<file path="config.mk">
export PLATFORM = sky130hd
export DESIGN_NAME = annexb_nal_unit_splitter_top
export DESIGN_NICKNAME = d
export VERILOG_FILES = /design/src/rtl/core/annexb_pkg.sv /design/src/rtl/core/annexb_nal_unit_splitter_top.sv /design/src/rtl/core/annexb_cfg.sv /design/src/rtl/core/annexb_parse.sv /design/src/rtl/core/annexb_outq.sv
export SDC_FILE = /design/constraint.sdc
export NUM_CORES = 1
export LEC_CHECK = 0
export BUFFER_PORTS_ARGS = -buffer_cell sky130_fd_sc_hd__buf_2
export CAP_MARGIN = 20
export CORE_MARGIN = 1
export CORE_UTILIZATION = 25
export CTS_CLUSTER_SIZE = 12
export DETAILED_ROUTE_END_ITERATION = 10
export SLEW_MARGIN = 20
export SYNTH_ARGS = -nofsm -noshare
export SYNTH_HDL_FRONTEND = slang
export SYNTH_HIERARCHICAL = 1
export SYNTH_SLANG_ARGS = --single-unit
</file>
<file path="constraint.sdc">
create_clock -name clk -period 24.6 [get_ports clk]
set_input_delay 1.23 -clock clk [delete_from_list [all_inputs] [get_ports clk]]
set_output_delay 1.23 -clock clk [all_outputs]
set_load 0.01 [all_outputs]
</file>
<file path="src/rtl/core/annexb_pkg.sv">
// Shared types and constants for the Annex B NAL unit splitter.
// Holds the item and record payload structs and the queue push bundle.
// No dependencies.
`default_nettype none

package annexb_pkg;

  // Frame geometry: byte offsets saturate at the last representable position.
  localparam int MAX_FRAME_BYTES = 1048576;
  localparam int POS_W           = 20;
  localparam int SIZE_W          = 21;
  localparam logic [POS_W-1:0] POS_LAST = POS_W'(MAX_FRAME_BYTES - 1);

  // Start code and header constants.
  localparam logic [7:0] START_BYTE    = 8'h01;
  localparam logic [7:0] ZERO_BYTE     = 8'h00;
  localparam logic [7:0] HDR_TYPE_MASK = 8'h1F;
  localparam logic [2:0] PREFIX_SHORT  = 3'd3;
  localparam logic [2:0] PREFIX_LONG   = 3'd4;
  localparam logic [1:0] ZRUN_MAX      = 2'd3;
  localparam logic [1:0] ZRUN_START    = 2'd2;

  // Configuration register map.
  localparam int          APB_ADDR_W        = 3;
  localparam logic        REG_MAX_UNITS     = 1'b0;
  localparam logic [15:0] MAX_UNITS_DEFAULT = 16'd256;

  // Output queue geometry.
  localparam int QUEUE_DEPTH = 4;
  localparam int QPTR_W      = 2;
  localparam int QCNT_W      = 3;

  typedef enum logic {
    REC_UNIT    = 1'b0,
    REC_SUMMARY = 1'b1
  } rec_kind_t;

  typedef struct packed {
    logic [7:0] data_byte;
    logic       frame_end;
  } in_item_t;

  typedef struct packed {
    logic               rec_kind;
    logic [15:0]        unit_index;
    logic [POS_W-1:0]   unit_offset;
    logic [SIZE_W-1:0]  unit_size;
    logic [4:0]         unit_type;
    logic [2:0]         prefix_len;
    logic [15:0]        unit_count;
    logic               overflow;
    logic               last;
  } out_rec_t;

  // One parse step pushes zero, one or two records into the output queue.
  typedef struct packed {
    logic [1:0] num;
    out_rec_t   first;
    out_rec_t   second;
  } rec_push_t;

endpackage : annexb_pkg

`default_nettype wire

</file>
<file path="src/rtl/core/annexb_nal_unit_splitter_top.sv">
// A byte accepted into the input register is parsed once the result queue can
// take two records; its records then enter the four-entry queue and are offered.
// Throughput: one byte per cycle while the queue has room; the final byte of a
// frame may yield two records, which leave the queue one per cycle unless stalled.
// Input is held off only while that queue cannot take two more records.
// Reset (rst, synchronous) clears all frame state and the queue and sets
// max_units to 256. Top level; instantiates annexb_cfg, annexb_parse, annexb_outq.
`default_nettype none

module annexb_nal_unit_splitter_top (
  input  wire logic                              clk,
  input  wire logic                              rst,
  input  wire logic                              item_valid,
  output logic                                   item_stall,
  input  wire annexb_pkg::in_item_t              item,
  output logic                                   rec_valid,
  input  wire logic                              rec_stall,
  output annexb_pkg::out_rec_t                   rec,
  input  wire logic                              psel,
  input  wire logic                              penable,
  input  wire logic                              pwrite,
  input  wire logic [annexb_pkg::APB_ADDR_W-1:0] paddr,
  input  wire logic [31:0]                       pwdata,
  output logic      [31:0]                       prdata,
  output logic                                   pready
);
  import annexb_pkg::*;

  logic [15:0] max_units;
  logic        queue_room;
  rec_push_t   push;

  // Configuration registers.
  annexb_cfg u_cfg (
    .clk       (clk),
    .rst       (rst),
    .psel      (psel),
    .penable   (penable),
    .pwrite    (pwrite),
    .paddr     (paddr),
    .pwdata    (pwdata),
    .prdata    (prdata),
    .pready    (pready),
    .max_units (max_units)
  );

  // Byte parser with its input register.
  annexb_parse u_parse (
    .clk        (clk),
    .rst        (rst),
    .item_valid (item_valid),
    .item_stall (item_stall),
    .item       (item),
    .max_units  (max_units),
    .queue_room (queue_room),
    .push       (push)
  );

  // Result queue toward the record consumer.
  annexb_outq u_outq (
    .clk        (clk),
    .rst        (rst),
    .push       (push),
    .queue_room (queue_room),
    .rec_valid  (rec_valid),
    .rec_stall  (rec_stall),
    .rec        (rec)
  );

endmodule : annexb_nal_unit_splitter_top

`default_nettype wire

</file>
<file path="src/rtl/core/annexb_cfg.sv">
// APB-style configuration register file of the NAL unit splitter.
// Holds max_units; depends on annexb_pkg.
`default_nettype none

module annexb_cfg (
  input  wire logic                             clk,
  input  wire logic                             rst,
  input  wire logic                             psel,
  input  wire logic                             penable,
  input  wire logic                             pwrite,
  input  wire logic [annexb_pkg::APB_ADDR_W-1:0] paddr,
  input  wire logic [31:0]                      pwdata,
  output logic      [31:0]                      prdata,
  output logic                                  pready,
  output logic      [15:0]                      max_units
);
  import annexb_pkg::*;

  logic wr_en;
  logic reg_sel;

  // The word index is the single address bit above the byte lanes.
  assign reg_sel = paddr[APB_ADDR_W-1];
  assign pready  = 1'b1;
  assign wr_en   = psel & penable & pwrite & pready & (reg_sel == REG_MAX_UNITS);

  // Register write on the access phase of a transfer.
  always_ff @(posedge clk) begin
    if (rst) begin
      max_units <= MAX_UNITS_DEFAULT;
    end else if (wr_en) begin
      max_units <= pwdata[15:0];
    end
  end

  // Read data; addresses beyond the map read as zero.
  always_comb begin
    prdata = '0;
    if (reg_sel == REG_MAX_UNITS) begin
      prdata = {16'd0, max_units};
    end
  end

endmodule : annexb_cfg

`default_nettype wire

</file>
<file path="src/rtl/core/annexb_parse.sv">
// Input register and start code parser of the NAL unit splitter.
// Tracks per-frame state and builds unit and summary records; uses annexb_pkg.
`default_nettype none

module annexb_parse (
  input  wire logic                   clk,
  input  wire logic                   rst,
  input  wire logic                   item_valid,
  output logic                        item_stall,
  input  wire annexb_pkg::in_item_t   item,
  input  wire logic [15:0]            max_units,
  input  wire logic                   queue_room,
  output annexb_pkg::rec_push_t       push
);
  import annexb_pkg::*;

  // Input register.
  logic       hold_valid;
  in_item_t   hold;
  logic       fire;
  logic       load;

  // Frame state.
  logic [POS_W-1:0] byte_pos,    byte_pos_next;
  logic [1:0]       zero_run,    zero_run_next;
  logic             unit_open,   unit_open_next;
  logic             want_header, want_header_next;
  logic [POS_W-1:0] open_offset, open_offset_next;
  logic [4:0]       open_type,   open_type_next;
  logic [2:0]       open_prefix, open_prefix_next;
  logic [15:0]      units_seen,  units_seen_next;
  logic             overflowed,  overflowed_next;

  // Step intermediates.
  logic [7:0]        b;
  logic              fend;
  logic              hdr_take;
  logic              open_mid;
  logic [POS_W-1:0]  offset_mid;
  logic [4:0]        type_mid;
  logic [15:0]       units_mid;
  logic              ovf_mid;
  logic              is_start;
  logic [2:0]        plen;
  logic [POS_W-1:0]  start_pos;
  logic [SIZE_W-1:0] end_pos;
  logic [SIZE_W-1:0] offset_ext;
  logic              emit_unit;
  out_rec_t          unit_rec;
  out_rec_t          sum_rec;

  // The held item is processed once the queue has room for two records.
  assign fire       = hold_valid & queue_room;
  assign load       = ~hold_valid | fire;
  assign item_stall = ~load;

  always_ff @(posedge clk) begin
    if (rst) begin
      hold_valid <= 1'b0;
    end else if (load) begin
      hold_valid <= item_valid;
    end
  end

  always_ff @(posedge clk) begin
    if (load && item_valid) begin
      hold <= item;
    end
  end

  // Header handling, start code detection and record building.
  always_comb begin
    b    = hold.data_byte;
    fend = hold.frame_end;

    hdr_take   = want_header & (units_seen < max_units);
    open_mid   = unit_open | hdr_take;
    offset_mid = hdr_take ? byte_pos : open_offset;
    type_mid   = hdr_take ? 5'(b & HDR_TYPE_MASK) : open_type;
    units_mid  = hdr_take ? units_seen + 16'd1 : units_seen;
    ovf_mid    = overflowed | (want_header & ~hdr_take);

    is_start = (b == START_BYTE) && (zero_run >= ZRUN_START);
    plen     = (zero_run == ZRUN_MAX) ? PREFIX_LONG : PREFIX_SHORT;
    // First byte of the start code, floored at the frame start.
    if (byte_pos >= POS_W'(plen - 3'd1)) begin
      start_pos = byte_pos - POS_W'(plen - 3'd1);
    end else begin
      start_pos = '0;
    end

    // A unit ends at a start code or at the frame end; if both fall on one byte, it ends at the start code.
    emit_unit  = open_mid & (is_start | fend);
    end_pos    = is_start ? {1'b0, start_pos} : ({1'b0, byte_pos} + SIZE_W'(1));
    offset_ext = {1'b0, offset_mid};

    unit_rec             = '0;
    unit_rec.rec_kind    = REC_UNIT;
    unit_rec.unit_index  = units_mid - 16'd1;
    unit_rec.unit_offset = offset_mid;
    unit_rec.unit_size   = (end_pos >= offset_ext) ? end_pos - offset_ext : '0;
    unit_rec.unit_type   = type_mid;
    unit_rec.prefix_len  = open_prefix;

    sum_rec            = '0;
    sum_rec.rec_kind   = REC_SUMMARY;
    sum_rec.unit_count = units_mid;
    sum_rec.overflow   = ovf_mid;
    sum_rec.last       = 1'b1;

    push        = '0;
    push.second = sum_rec;
    if (fire) begin
      push.num   = {1'b0, emit_unit} + {1'b0, fend};
      push.first = emit_unit ? unit_rec : sum_rec;
    end
  end

  // Next frame state.
  always_comb begin
    byte_pos_next    = (byte_pos == POS_LAST) ? byte_pos : byte_pos + POS_W'(1);
    unit_open_next   = open_mid & ~is_start;
    want_header_next = is_start & ~fend;
    open_offset_next = offset_mid;
    open_type_next   = type_mid;
    open_prefix_next = (is_start && !fend) ? plen : open_prefix;
    units_seen_next  = units_mid;
    overflowed_next  = ovf_mid;
    if (is_start) begin
      zero_run_next = '0;
    end else if (b == ZERO_BYTE) begin
      zero_run_next = (zero_run == ZRUN_MAX) ? zero_run : zero_run + 2'd1;
    end else begin
      zero_run_next = '0;
    end

    // The frame end returns all frame state to its reset value.
    if (fend) begin
      byte_pos_next    = '0;
      zero_run_next    = '0;
      unit_open_next   = 1'b0;
      want_header_next = 1'b0;
      open_offset_next = '0;
      open_type_next   = '0;
      open_prefix_next = PREFIX_SHORT;
      units_seen_next  = '0;
      overflowed_next  = 1'b0;
    end
  end

  always_ff @(posedge clk) begin
    if (rst) begin
      byte_pos    <= '0;
      zero_run    <= '0;
      unit_open   <= 1'b0;
      want_header <= 1'b0;
      open_offset <= '0;
      open_type   <= '0;
      open_prefix <= PREFIX_SHORT;
      units_seen  <= '0;
      overflowed  <= 1'b0;
    end else if (fire) begin
      byte_pos    <= byte_pos_next;
      zero_run    <= zero_run_next;
      unit_open   <= unit_open_next;
      want_header <= want_header_next;
      open_offset <= open_offset_next;
      open_type   <= open_type_next;
      open_prefix <= open_prefix_next;
      units_seen  <= units_seen_next;
      overflowed  <= overflowed_next;
    end
  end

endmodule : annexb_parse

`default_nettype wire

</file>
<file path="src/rtl/core/annexb_outq.sv">
// Result queue of the NAL unit splitter: takes up to two records per cycle
// and hands out one per transfer. Uses annexb_pkg.
`default_nettype none

module annexb_outq (
  input  wire logic                  clk,
  input  wire logic                  rst,
  input  wire annexb_pkg::rec_push_t push,
  output logic                       queue_room,
  output logic                       rec_valid,
  input  wire logic                  rec_stall,
  output annexb_pkg::out_rec_t       rec
);
  import annexb_pkg::*;

  out_rec_t          slots [QUEUE_DEPTH];
  logic [QPTR_W-1:0] wr_ptr, wr_ptr_next;
  logic [QPTR_W-1:0] rd_ptr, rd_ptr_next;
  logic [QCNT_W-1:0] count, count_next;
  logic              pop;

  // Status and head of the queue.
  assign rec_valid  = (count != '0);
  assign rec        = slots[rd_ptr];
  assign pop        = rec_valid & ~rec_stall;
  assign queue_room = (count <= QCNT_W'(QUEUE_DEPTH - 2));

  // Pointer and fill level updates.
  always_comb begin
    wr_ptr_next = wr_ptr + QPTR_W'(push.num);
    rd_ptr_next = pop ? rd_ptr + QPTR_W'(1) : rd_ptr;
    count_next  = count + QCNT_W'(push.num) - QCNT_W'(pop);
  end

  always_ff @(posedge clk) begin
    if (rst) begin
      wr_ptr <= '0;
      rd_ptr <= '0;
      count  <= '0;
    end else begin
      wr_ptr <= wr_ptr_next;
      rd_ptr <= rd_ptr_next;
      count  <= count_next;
    end
  end

  // Record storage; a second record goes into the slot after the first.
  always_ff @(posedge clk) begin
    if (push.num != 2'd0) begin
      slots[wr_ptr] <= push.first;
    end
    if (push.num == 2'd2) begin
      slots[wr_ptr + QPTR_W'(1)] <= push.second;
    end
  end

endmodule : annexb_outq

`default_nettype wire

</file>
==> out/summary.txt, run 1 <==
Die Span Y: 319 µm
Clock tree buffer depth: 3
CTS tree: built
RSZ-0062 raised after global routing: false
Total die area: 102,000 µm²
Post-CTS setup buffers: 0
Count of state elements after synthesis: 439
DP HPWL: 41,000 µm
Status: finished clean
Pin count of the biggest net entering global routing: 79
Root buf cell: clkbuf_16
DR vias/cell: 4.62
Mapped Area: 25,100 µm²
Post-route clock skew: 0.0143 ns
First-pass GRT wire length: 98,500 µm
Async SR Flop Fraction: 0%
HP Class: reg2reg
FF-to-FF End: u_outq/slots[1][31]$_DFFE_PP_
Die X: 319 µm
WL met3: 3070 µm
Worst setup path class: reg2reg
Final cycle utilization of the critical path: 26.7%
RR Startpoint: u_parse/zero_run[1]$_SDFFE_PP0P_
Resized cells post-CTS: 0
Fin nets: 2,182
Avg Cell Area, Syn: 12.6 µm²
Top routing layer used: met5
Yosys top cell area share: 41.3%
Crit. End Element: register
Utilization after layout: 28.4%
Yosys top cell by area: edfxtp_1
CTS Hold Bufs: 0
DRC marker count from the first detailed-route iteration: 981
CTS H-tree depth: 2
Min-Delay Path Depth: 2
Hold path startpoint: u_parse/open_offset[4]$_SDFFE_PP0P_
Antenna Nets Post-Route: 0
Initial Util: 25.4%
Maximum fanout along the worst path: 21
R2R setup slack: 18.02 ns
DRC: 0
Worst skew pair latency: 0.61 ns
Post-Place Cells: 3,318
Sinks on the clock net: 439
Share of layout cells above drive strength 1: 32.3%
Count leader, synth: edfxtp_1
Critical path arrival: 6.93 ns
Synth unique cells: 75
CP Data Required Time: 24.95 ns
Slew @ Worst Pin: 1.10 ns
Rel. slew slack: 26.6%
Fmax: 152 MHz
TritonCTS buffer count: 50
Setup WS post-layout: 18.02 ns
Fin Setup TNS: 0 ns
Antenna cells: 0
Vias: 15.7k
Ports: 170
Sequential share of the synthesized area: 48.8%
Final setup violation count: 0
DRT Pass-1 Iters: 8
Total track usage: 12.6%
YS warnings: 6
MaxCap Viol Count: 0
Worst hold slack: 0.483 ns
LEAKAGE: 10.3 nW
Layout Cells excl Fill: 3,405
R2R depth: 22
Ys flop type: edfxtp_1
Worst-path clk slew: 0.06 ns
Slew Viols, Final: 0
VDD IR max: 57.5 µV
# rows: 115
Most frequent cells after synthesis: 345 x edfxtp_1, 289 x mux2_2, 194 x nor2_1
Number of global-route vias before repair: 15.9k
Wire length on met2: 29,900 µm
Pwr Density: 64.7 nW/µm²
Worst setup SP type: register
WL met1: 30,100 µm
Number of flops mapped to enable cells by yosys: 345
Drt total wl: 64,400 µm
Hold-critical path endpoint: u_parse/open_offset[4]$_SDFFE_PP0P_
IO buf count: 134
Final hold violations: 0
Top post-synthesis cells by area: edfxtp_1 41%, mux2_2 13%, mux4_2 7.5%, dfxtp_1 7.5%, mux2_4 2.9%
Fin crit period: 6.58 ns
Routed WL per cell: 18.9 µm
Initial antenna violation count: 4
Area grow syn2layout: 12.1%
Core area: 99,000 µm²
Synth Instances: 1,999
Post-place setup slack: 18.09 ns
Grt ovf: 0
Routability cong.: 0.812
## worst max-delay path, stage by stage, from the launching register on
cell and delay [ns]:
dfxtp_1 0.37, ha_1 0.26, ha_1 0.21, inv_1 0.05, ha_1 0.21, nor3_1 0.23, nand2b_1 0.16, or3_1 0.38
or3_4 0.37, nor3_4 0.19, a31o_1 0.62, nor4_1 0.10, a21oi_1 0.14, o21ai_1 0.09, ha_1 0.38, a2111oi_0 0.59
a21oi_1 0.26, o211a_1 0.29, o21a_1 0.19, o31ai_1 0.22, a31o_2 0.48, nor3_1 0.22, mux2_2 0.30
## layout by cell type, fill, tap and decap left out, types with 15 or more instances in the layout
master     Yosys  routed
buf_2         25     133
mux2i_1       40      40
nor2_1       194     193
nand2b_1      35      35
mux4_2        84      84
ha_1          46      46
a22oi_1       27      27
edfxtp_1     345     345
nand2_1       53      53
a21oi_1      111     111
clkbuf_16      0      51
conb_1         4      84
nor3_1        47      47
o21ai_0       42      41
buf_4         93      29
or3_1         17      17
and3_1        15      15
nand3_1       29      28
xor2_1        15      15
mux2_4        49      49
xnor2_1       22      22
dfxtp_1       94      92
mux2_2       289     289
inv_1         45      45
nor2b_1       31      30
## cell type report
class / instances / area [µm²]
flip-flops and latches: 439 / 12200
repair buffers: 162 / 883
clock buffers: 61 / 1310
fillers: 10100 / 70800
clock inverters: 26 / 236
well taps: 1287 / 1610
inverters: 48 / 180
multi-input cells: 1382 / 11700
## how the worst max path moves through the flow
stage | startpoint | to | cells past startpoint
finish | u_parse/zero_run[1]$_SDFFE_PP0P_ | u_outq/slots[1][31]$_DFFE_PP_ | 22
global route | u_parse/zero_run[1]$_SDFFE_PP0P_ | u_outq/slots[0][45]$_DFFE_PP_ | 23
CTS | u_parse/zero_run[1]$_SDFFE_PP0P_ | u_outq/slots[1][31]$_DFFE_PP_ | 22
detailed placement | u_parse/zero_run[1]$_SDFFE_PP0P_ | u_outq/slots[0][31]$_DFFE_PP_ | 22
global placement | u_parse/zero_run[1]$_SDFFE_PP0P_ | u_outq/slots[0][31]$_DFFE_PP_ | 22
floorplan | u_parse/units_seen[6]$_SDFFE_PP0P_ | u_outq/slots[0][0]$_DFFE_PP_ | 12
## kinds of logic after synthesis
kind of cell               count (synthesis)  synth area share, %
xor gates and xnor gates                  38                 1.36
adders and majority gates                 48                 2.45
muxes                                    462                 25.0
buffers and inverters                    258                 6.25
and+or+nand+nor                          482                 9.55
DFF                                      439                 48.8
AOI/OAI and AO/OA                        268                 6.55
other                                      4               0.0598
## through the flow
step | total power, mW | cell area [µm²]
floorplan | 1.03 | 25400
global placement | 1.13 | 26600
detailed placement | 1.13 | 26600
CTS | 1.86 | 28100
global route | 1.90 | 28100
finish | 1.82 | 28100
## where the power goes
| part | switching, mW | internal [mW] | total [mW] | leakage (nW) |
|---|---|---|---|---|
| registers | 0.0139 | 0.813 | 0.827 | 4.08 |
| logic | 0.157 | 0.119 | 0.276 | 5.49 |
| clock network | 0.310 | 0.410 | 0.720 | 0.741 |
| total | 0.481 | 1.34 | 1.82 | 10.3 |
## metal layers
layer,track usage (%),up-vias
li1,-,7514
met1,17.4,7789
met2,20.2,349
met3,2.08,74
met4,3.34,4
met5,0,-
## state kept, by name, summed over array words and instances (netlist names), 2 cells and up, named ones only
name and count:
u_outq/count 3, u_parse/zero_run 2, u_parse/units_seen 16, u_parse/b 8, u_parse/byte_pos 20, u_parse/open_offset 20
u_outq/slots 336, u_parse/open_type 5, u_parse/open_prefix 2, u_outq/wr_ptr 2, u_outq/rd_ptr 2, u_cfg/max_units 16
Note: power is estimated with default switching activity, not from simulation.
==> inputs of run 2 (changes only) <==
==> constraint.sdc (replaced) <==
create_clock -name clk -period 5.3 [get_ports clk]
set_input_delay 0.265 -clock clk [delete_from_list [all_inputs] [get_ports clk]]
set_output_delay 0.265 -clock clk [all_outputs]
set_load 0.01 [all_outputs]
==> run 2 against run 1 <==
The flow now finishes with violations (setup timing). Global-route usage increased by 0.36 points. Clock-buffer cell count increased by 9. Critical path depth increased by 7. Combinational power increased to 4.8 times the previous value. Routed wire length increased by 5.4%. Final cell count increased by 6.5%. Utilization increased by 2.5 points. Clock power increased to 5.0 times the previous value. Critical path type unchanged. Largest cell class unchanged.
==> out/summary.txt, run 2 (synthesis gave the netlist of run 1 again) <==
Final cycle utilization of the critical path: 102% (+76 points)
DR vias/cell: 4.60 (-0.46%)
Final setup violation count: 82 (+82)
LEAKAGE: 11.6 nW (+13%)
Antenna Nets Post-Route: 0 (unchanged)
Total die area: 102,000 µm² (unchanged)
Slew @ Worst Pin: 1.07 ns (-0.0329 ns)
Layout Cells excl Fill: 3,625 (+6.5%)
Worst skew pair latency: 0.61 ns (about the same)
Fin crit period: 5.43 ns (-1.15 ns)
Net switching power: 2.27 mW (+370%)
Fmax: 184 MHz (+21%)
Vias: 16.7k (+6.0%)
Area after DPL: 28,000 µm² (+5.1%)
HP Class: in2reg
Crit path from: u_parse/zero_run[0]$_SDFFE_PP0P_
CTS H-tree depth: 2 (unchanged)
Crit. End Element: register
Commonest non-fill, non-tap cells in the layout: 345 x edfxtp_1, 270 x mux2_2, 186 x buf_4, 184 x nor2_1, 133 x buf_2
Initial antenna violation count: 3 (-1)
Min-Delay Path Depth: 3 (+1)
Root buf cell: clkbuf_16
Share of layout cells above drive strength 1: 39.2% (+6.9 points)
Initial Util: 25.4% (unchanged)
Setup WS post-layout: -0.127 ns (-18.15 ns)
Routability cong.: 0.849 (+4.6%)
First-pass GRT wire length: 101,000 µm (+2.8%)
Total track usage: 12.9% (+0.36 points)
Ports: 170 (unchanged)
Critical Path Max Stage Delay: 0.35 ns (-0.27 ns)
Sinks on the clock net: 439 (unchanged)
Post-Place Cells: 3,470 (+4.6%)
Status: finished, violations left
Failing checks: setup timing
RR Startpoint: u_parse/zero_run[0]$_SDFFE_PP0P_
Slowest CP cell: dfxtp_2
MaxCap Viol Count: 0 (unchanged)
Worst setup path class: reg2reg
Utilization after layout: 31.0% (+2.5 points)
Design area: 30,700 µm² (+8.9%)
Pin count of the biggest net entering global routing: 79 (unchanged)
Critical path arrival: 5.77 ns (-1.16 ns)
Drt total wl: 67,900 µm (+5.4%)
Buffer and inverter count on the worst path: 6 (+5)
CP Data Required Time: 5.65 ns (-19.30 ns)
Register share of total power: 44.0% (-1.4 points)
IO buf count: 134 (unchanged)
Fin Setup TNS: -6.89 ns (-6.89 ns)
DRT Pass-1 Iters: 5 (-3)
Clock tree buffer depth: 3 (unchanged)
Slew Viols, Final: 0 (unchanged)
Largest Register: u_outq/slots
CTS tree: built
Clock power share: 41.0% (+1.5 points)
Worst-path clk slew: 0.06 ns (about the same)
Rel. slew slack: 28.8% (+2.2 points)
Post-place setup slack: -0.199 ns (-18.29 ns)
Number of flip-flops in the largest register: 336 (unchanged)
DRC: 0 (unchanged)
DRC marker count from the first detailed-route iteration: 1,105 (+13%)
Fin nets: 2,396 (+9.8%)
Number of global-route vias before repair: 16.6k (+4.7%)
FF+latch area: 12,300 µm² (about the same)
Biggest regs: u_outq/slots: 336 flops, u_parse/byte_pos: 20 flops, u_parse/open_offset: 20 flops
Post-route clock skew: 0.0215 ns (+0.00721 ns)
DP HPWL: 44,100 µm (+7.5%)
Hold-critical path endpoint: u_cfg/max_units[8]$_SDFFE_PP1P_
CP delay by family, top: simple AND/OR/NAND/NOR gates
R2R depth: 29 (+32%)
Hold path startpoint: rst
FF-to-FF End: u_outq/slots[2][35]$_DFFE_PP_
R2R setup slack: -0.13 ns (-18.15 ns)
Int Pwr: 6.56 mW (+390%)
Commonest non-fill, non-tap cell in the layout: edfxtp_1
# rows: 115 (unchanged)
Routed WL per cell: 18.7 µm (-1.0%)
Filler Cell Count: 10.0k (-0.78%)
Die X: 319 µm (unchanged)
Grt ovf: 0 (unchanged)
Final hold violations: 0 (unchanged)
Area grow syn2layout: 22.1%
Multi-input logic area: 12,100 µm² (+3.2%)
VDD IR max: 238 µV (+310%)
Logic pwr share: 14.9% (-0.2 points)
Core area: 99,000 µm² (unchanged)
Pwr Density: 288 nW/µm² (+340%)
TritonCTS buffer count: 51 (+2.0%)
RSZ-0062 raised after global routing: true
Maximum fanout along the worst path: 7 (-67%)
Sw Ratio: 25.7% (-0.71 points)
Worst setup SP type: register
Die Span Y: 319 µm (unchanged)
==> run 2: changes by cell type in the layout (fill, tap and decap cells not counted), sizes merged <==
cell and delta:
diode +1, clkbuf +9, clkinvlp -3, clkinv -7, dlygate4sd3 +28, bufinv +4
buf +183, and3b +2, inv +3
==> run 2: cell type report <==
class	count	share of cell area, %
timing repair buffer	373	9.29
tap	1287	5.25
antenna	1	0.00816
sequential	439	40.0
clock inverter	23	1.04
multi-input combinational	1384	39.3
inverter	48	0.588
clock buffer	70	4.53
==> run 2: metal layers <==
metal  up-vias  share of wire [%]  global-route usage (%)
met5         -              0.019                       0
met4         2                1.6                    3.00
met3        69                4.6                    2.05
met2       370                 47                    21.1
met1      8274                 47                    17.8
li1       7954                  -                       -
==> run 2: worst register-to-register path, delay by kind of cell (launching register included) <==
kind | cells | cell delay [ns]
adders and majority gates | 4 | 0.77
buffers and inverters | 6 | 0.67
DFF | 1 | 0.35
and+or+nand+nor | 8 | 1.58
muxes | 1 | 0.27
AOI/OAI and AO/OA | 10 | 1.51
==> run 2: what timing repair did <==
action	CTS	global route
cloned	1	2
pin swaps	9	8
endpoints found under the setup margin	84	231
endpoints found under the hold margin	28	0
gates resized for setup	47	47
setup buffers	16	17
hold buffers	28	0
==> run 2: worst max path at each step <==
stage	to	slack (ns)	depth (start not counted)
detailed placement	u_outq/slots[0][31]$_DFFE_PP_	-0.20	25
global route	u_outq/slots[1][32]$_DFFE_PP_	-0.34	29
finish	u_outq/slots[2][35]$_DFFE_PP_	-0.13	29
floorplan	u_outq/slots[2][42]$_DFFE_PP_	0.004	27
global placement	u_outq/slots[0][31]$_DFFE_PP_	-0.22	25
CTS	u_outq/slots[2][35]$_DFFE_PP_	-0.05	29
==> run 2: power by group through the flow <==
| stage | clock [mW] | sequential [mW] | combinational, mW |
|---|---|---|---|
| 3_3_place_gp | 0 | 3.96 | 1.31 |
| 5_1_grt | 3.85 | 3.90 | 1.43 |
| 4_1_cts | 3.72 | 3.89 | 1.34 |
| 2_1_floorplan | 0 | 3.87 | 0.894 |
| 6_report | 3.62 | 3.89 | 1.32 |
| 3_5_place_dp | 0 | 3.96 | 1.31 |
==> run 2: metrics by stage <==
step	hold slack, ns	total power [mW]
6_report	0.114	8.82
5_1_grt	0.134	9.19
4_1_cts	0.0841	8.95
3_5_place_dp	0.444	5.27
3_3_place_gp	0.444	5.27
2_1_floorplan	0.364	4.76
==> inputs of run 3 (changes only) <==
--- a/config.mk
+++ b/config.mk
@@ -11,6 +11,7 @@
 export CORE_UTILIZATION = 25
 export CTS_CLUSTER_SIZE = 12
 export DETAILED_ROUTE_END_ITERATION = 10
+export PLACE_DENSITY = 0.46
 export SLEW_MARGIN = 20
 export SYNTH_ARGS = -nofsm -noshare
 export SYNTH_HDL_FRONTEND = slang
==> constraint.sdc (replaced) <==
create_clock -name clk -period 5.3 [get_ports clk]
set_input_delay 0.265 -clock clk [delete_from_list [all_inputs] [get_ports clk]]
set_output_delay 0.265 -clock clk [all_outputs]
set_load 0.02 [all_outputs]
==> run 3 against run 2 <==
The run still ends with setup timing left. Non-clock buffer count is 34 lower. Fmax grew 1.9%. Die area is the same. Critical path depth down 7. Critical endpoint is now u_outq/slots[1][36]$_DFFE_PP_. Largest cell class unchanged. Highest routed layer is now met4.
==> out/summary.txt, run 3 (synthesis gave the netlist of run 1 again) <==
Status: finished, violations left
Failing checks: setup timing
Slew @ Worst Pin: 1.02 ns (-0.0518 ns)
Total track usage: 14.2% (+1.3 points)
Share of layout cells above drive strength 1: 38.5% (-0.67 points)
Antenna Nets Post-Route: 0 (unchanged)
R2R depth: 22 (-24%)
DR vias/cell: 4.67 (+1.6%)
Number of flip-flops in the largest register: 336 (unchanged)
Clock tree buffer depth: 3 (unchanged)
Grt ovf: 0 (unchanged)
Final setup violation count: 26 (-68%)
Antenna cells: 0 (-1)
Die Span Y: 319 µm (unchanged)
HP Class: in2reg
Vias: 16.8k (+0.64%)
Ports: 170 (unchanged)
DRC: 0 (unchanged)
First-pass GRT wire length: 111,000 µm (+9.8%)
Number of global-route vias before repair: 17.5k (+5.7%)
Drt total wl: 73,000 µm (+7.5%)
Biggest regs: u_outq/slots: 336 flops, u_parse/byte_pos: 20 flops, u_parse/open_offset: 20 flops
RR Startpoint: u_parse/byte_pos[4]$_SDFFE_PP0P_
Largest Register: u_outq/slots
Initial Util: 25.4% (unchanged)
Fin Setup TNS: -0.233 ns (+6.66 ns)
Clock power share: 39.1% (-1.9 points)
Pin count of the biggest net entering global routing: 79 (unchanged)
Worst setup SP type: register
Filler Cell Count: 10.0k (+0.13%)
Fin nets: 2,361 (-1.5%)
Worst hold slack: 0.0771 ns (-0.0374 ns)
DP HPWL: 47,900 µm (+8.5%)
IO buf count: 134 (unchanged)
VDD IR max: 216 µV (-9.4%)
Min-Delay Path Depth: 3 (unchanged)
Register share of total power: 44.1% (about the same)
Routed WL per cell: 20.3 µm (+8.5%)
CTS tree: built
Die X: 319 µm (unchanged)
RSZ-0062 raised after global routing: true
Final hold violations: 0 (unchanged)
TritonCTS buffer count: 52 (+2.0%)
Post-route clock skew: 0.0187 ns (-0.00282 ns)
Commonest non-fill, non-tap cell in the layout: edfxtp_1
Net switching power: 2.49 mW (+9.8%)
Sw Ratio: 28.3% (+2.6 points)
Logic pwr share: 16.8% (+1.9 points)
Crit. End Element: register
Rel. slew slack: 32.2% (+3.4 points)
Hold path startpoint: rec_stall
Maximum fanout along the worst path: 8 (+1)
MaxCap Viol Count: 0 (unchanged)
Root buf cell: clkbuf_16
Core area: 99,000 µm² (unchanged)
Final cycle utilization of the critical path: 101% (-1.9 points)
Total die area: 102,000 µm² (unchanged)
Pwr Density: 291 nW/µm² (+1.0%)
Initial antenna violation count: 1 (-2)
Hold-critical path endpoint: u_outq/rd_ptr[0]$_SDFFE_PP0P_
Worst skew pair latency: 0.62 ns (about the same)
FF-to-FF End: u_outq/slots[1][36]$_DFFE_PP_
CP Data Required Time: 5.67 ns (+0.02 ns)
Sinks on the clock net: 439 (unchanged)
Worst setup path class: reg2reg
Int Pwr: 6.30 mW (-3.9%)
CTS H-tree depth: 2 (unchanged)
R2R setup slack: -0.03 ns (+0.10 ns)
Routability cong.: 0.873 (+2.8%)
Commonest non-fill, non-tap cells in the layout: 345 x edfxtp_1, 275 x mux2_2, 185 x nor2_1, 157 x buf_4, 133 x buf_2
# rows: 115 (unchanged)
Slew Viols, Final: 0 (unchanged)
Fmax: 188 MHz (+1.9%)
Worst-path clk slew: 0.06 ns (about the same)
DRC marker count from the first detailed-route iteration: 949 (-14%)
DRT Pass-1 Iters: 5 (unchanged)
Fin crit period: 5.33 ns (-0.100 ns)
Setup WS post-layout: -0.0269 ns (+0.100 ns)
LEAKAGE: 11.4 nW (-2.0%)
Critical path arrival: 5.69 ns (-0.08 ns)
Area grow syn2layout: 20.4%
==> run 3: cell types whose count changed in the layout (fill, tap and decap cells not counted), moves of 5 or more <==
cell / previous run / this run
buf_4: 186 / 157
nor2_4: 7 / 2
clkbuf_1: 16 / 9
clkinv_2: 1 / 10
mux2_4: 68 / 63
bufinv_16: 7 / 2
mux2_2: 270 / 275
clkinvlp_4: 1 / 6
==> run 3: metrics by stage <==
stage          instance area [µm²]  cells  utilization [%]  power (mW)  worst slack [ns]
6_report                     30200   3592             30.5        8.79           -0.0269
5_1_grt                      30200   3592             30.5        9.16            -0.237
4_1_cts                      30000   3587             30.3        8.95           -0.0218
3_5_place_dp                 27900   3459             28.2        5.45            -0.321
3_3_place_gp                 27900   3459             28.2        5.45            -0.164
2_1_floorplan                25400   2079                -        4.92           0.00357
==> run 3: final cells by class <==
type | instances | area, µm² | area share, %
clock inverters | 34 | 259 | 0.857
multi-input cells | 1382 | 12000 | 39.7
flip-flops and latches | 439 | 12300 | 40.5
well taps | 1287 | 1610 | 5.33
inverters | 48 | 180 | 0.596
repair buffers | 339 | 2550 | 8.45
clock buffers | 63 | 1360 | 4.51
==> run 3: repair_timing <==
action,CTS,global route
hold buffers,26,0
endpoints found under the hold margin,26,0
pin swaps,9,11
gates cloned,2,0
setup buffers,5,6
setup endpoints to repair,84,84
gates resized for setup,38,46
==> run 3: power by group through the flow <==
stage                     logic (mW)  registers, mW  clock network (mW)
final                           1.48           3.87                3.44
after global routing            1.60           3.89                3.67
after CTS                       1.52           3.88                3.55
after detailed placement        1.50           3.95                   0
after global placement          1.50           3.95                   0
after floorplan                 1.05           3.87                   0
==> run 3: worst max-delay path, stage by stage, from the launching register on <==
cell      delay [ns]
dfxtp_1         0.31
or4_4           0.55
nand2b_1        0.19
or3_4           0.33
or3_4           0.35
nor3_4          0.21
buf_6           0.14
a31oi_4         0.13
buf_6           0.21
a22oi_1         0.18
a21oi_1         0.10
ha_1            0.33
a21oi_1         0.16
o21ai_1         0.09
or3_1           0.33
o211a_1         0.23
o21a_1          0.19
o31ai_2         0.17
a31o_2          0.22
buf_12          0.16
buf_12          0.12
nor2_1          0.07
mux2_2          0.28
==> run 3: layer usage <==
metal	GRT usage (%)	vias to the layer above	wire length (µm)
li1	-	7898	-
met1	19.1	8512	34300
met2	24.2	293	35300
met3	1.87	72	2190
met4	3.15	0	1200
met5	0	-	0
==> run 3: how the worst max path moves through the flow <==
stage	start	endpoint	slack, ns	depth (start not counted)
6_report	u_parse/byte_pos[4]$_SDFFE_PP0P_	u_outq/slots[1][36]$_DFFE_PP_	-0.03	22
5_1_grt	u_parse/zero_run[0]$_SDFFE_PP0P_	u_outq/slots[0][33]$_DFFE_PP_	-0.24	26
4_1_cts	u_parse/zero_run[0]$_SDFFE_PP0P_	u_outq/slots[0][38]$_DFFE_PP_	-0.02	25
3_5_place_dp	u_parse/zero_run[0]$_SDFFE_PP0P_	u_outq/slots[2][31]$_DFFE_PP_	-0.32	27
3_3_place_gp	u_parse/zero_run[0]$_SDFFE_PP0P_	u_outq/slots[0][31]$_DFFE_PP_	-0.16	27
2_1_floorplan	u_parse/zero_run[1]$_SDFFE_PP0P_	u_outq/slots[2][42]$_DFFE_PP_	0.004	27
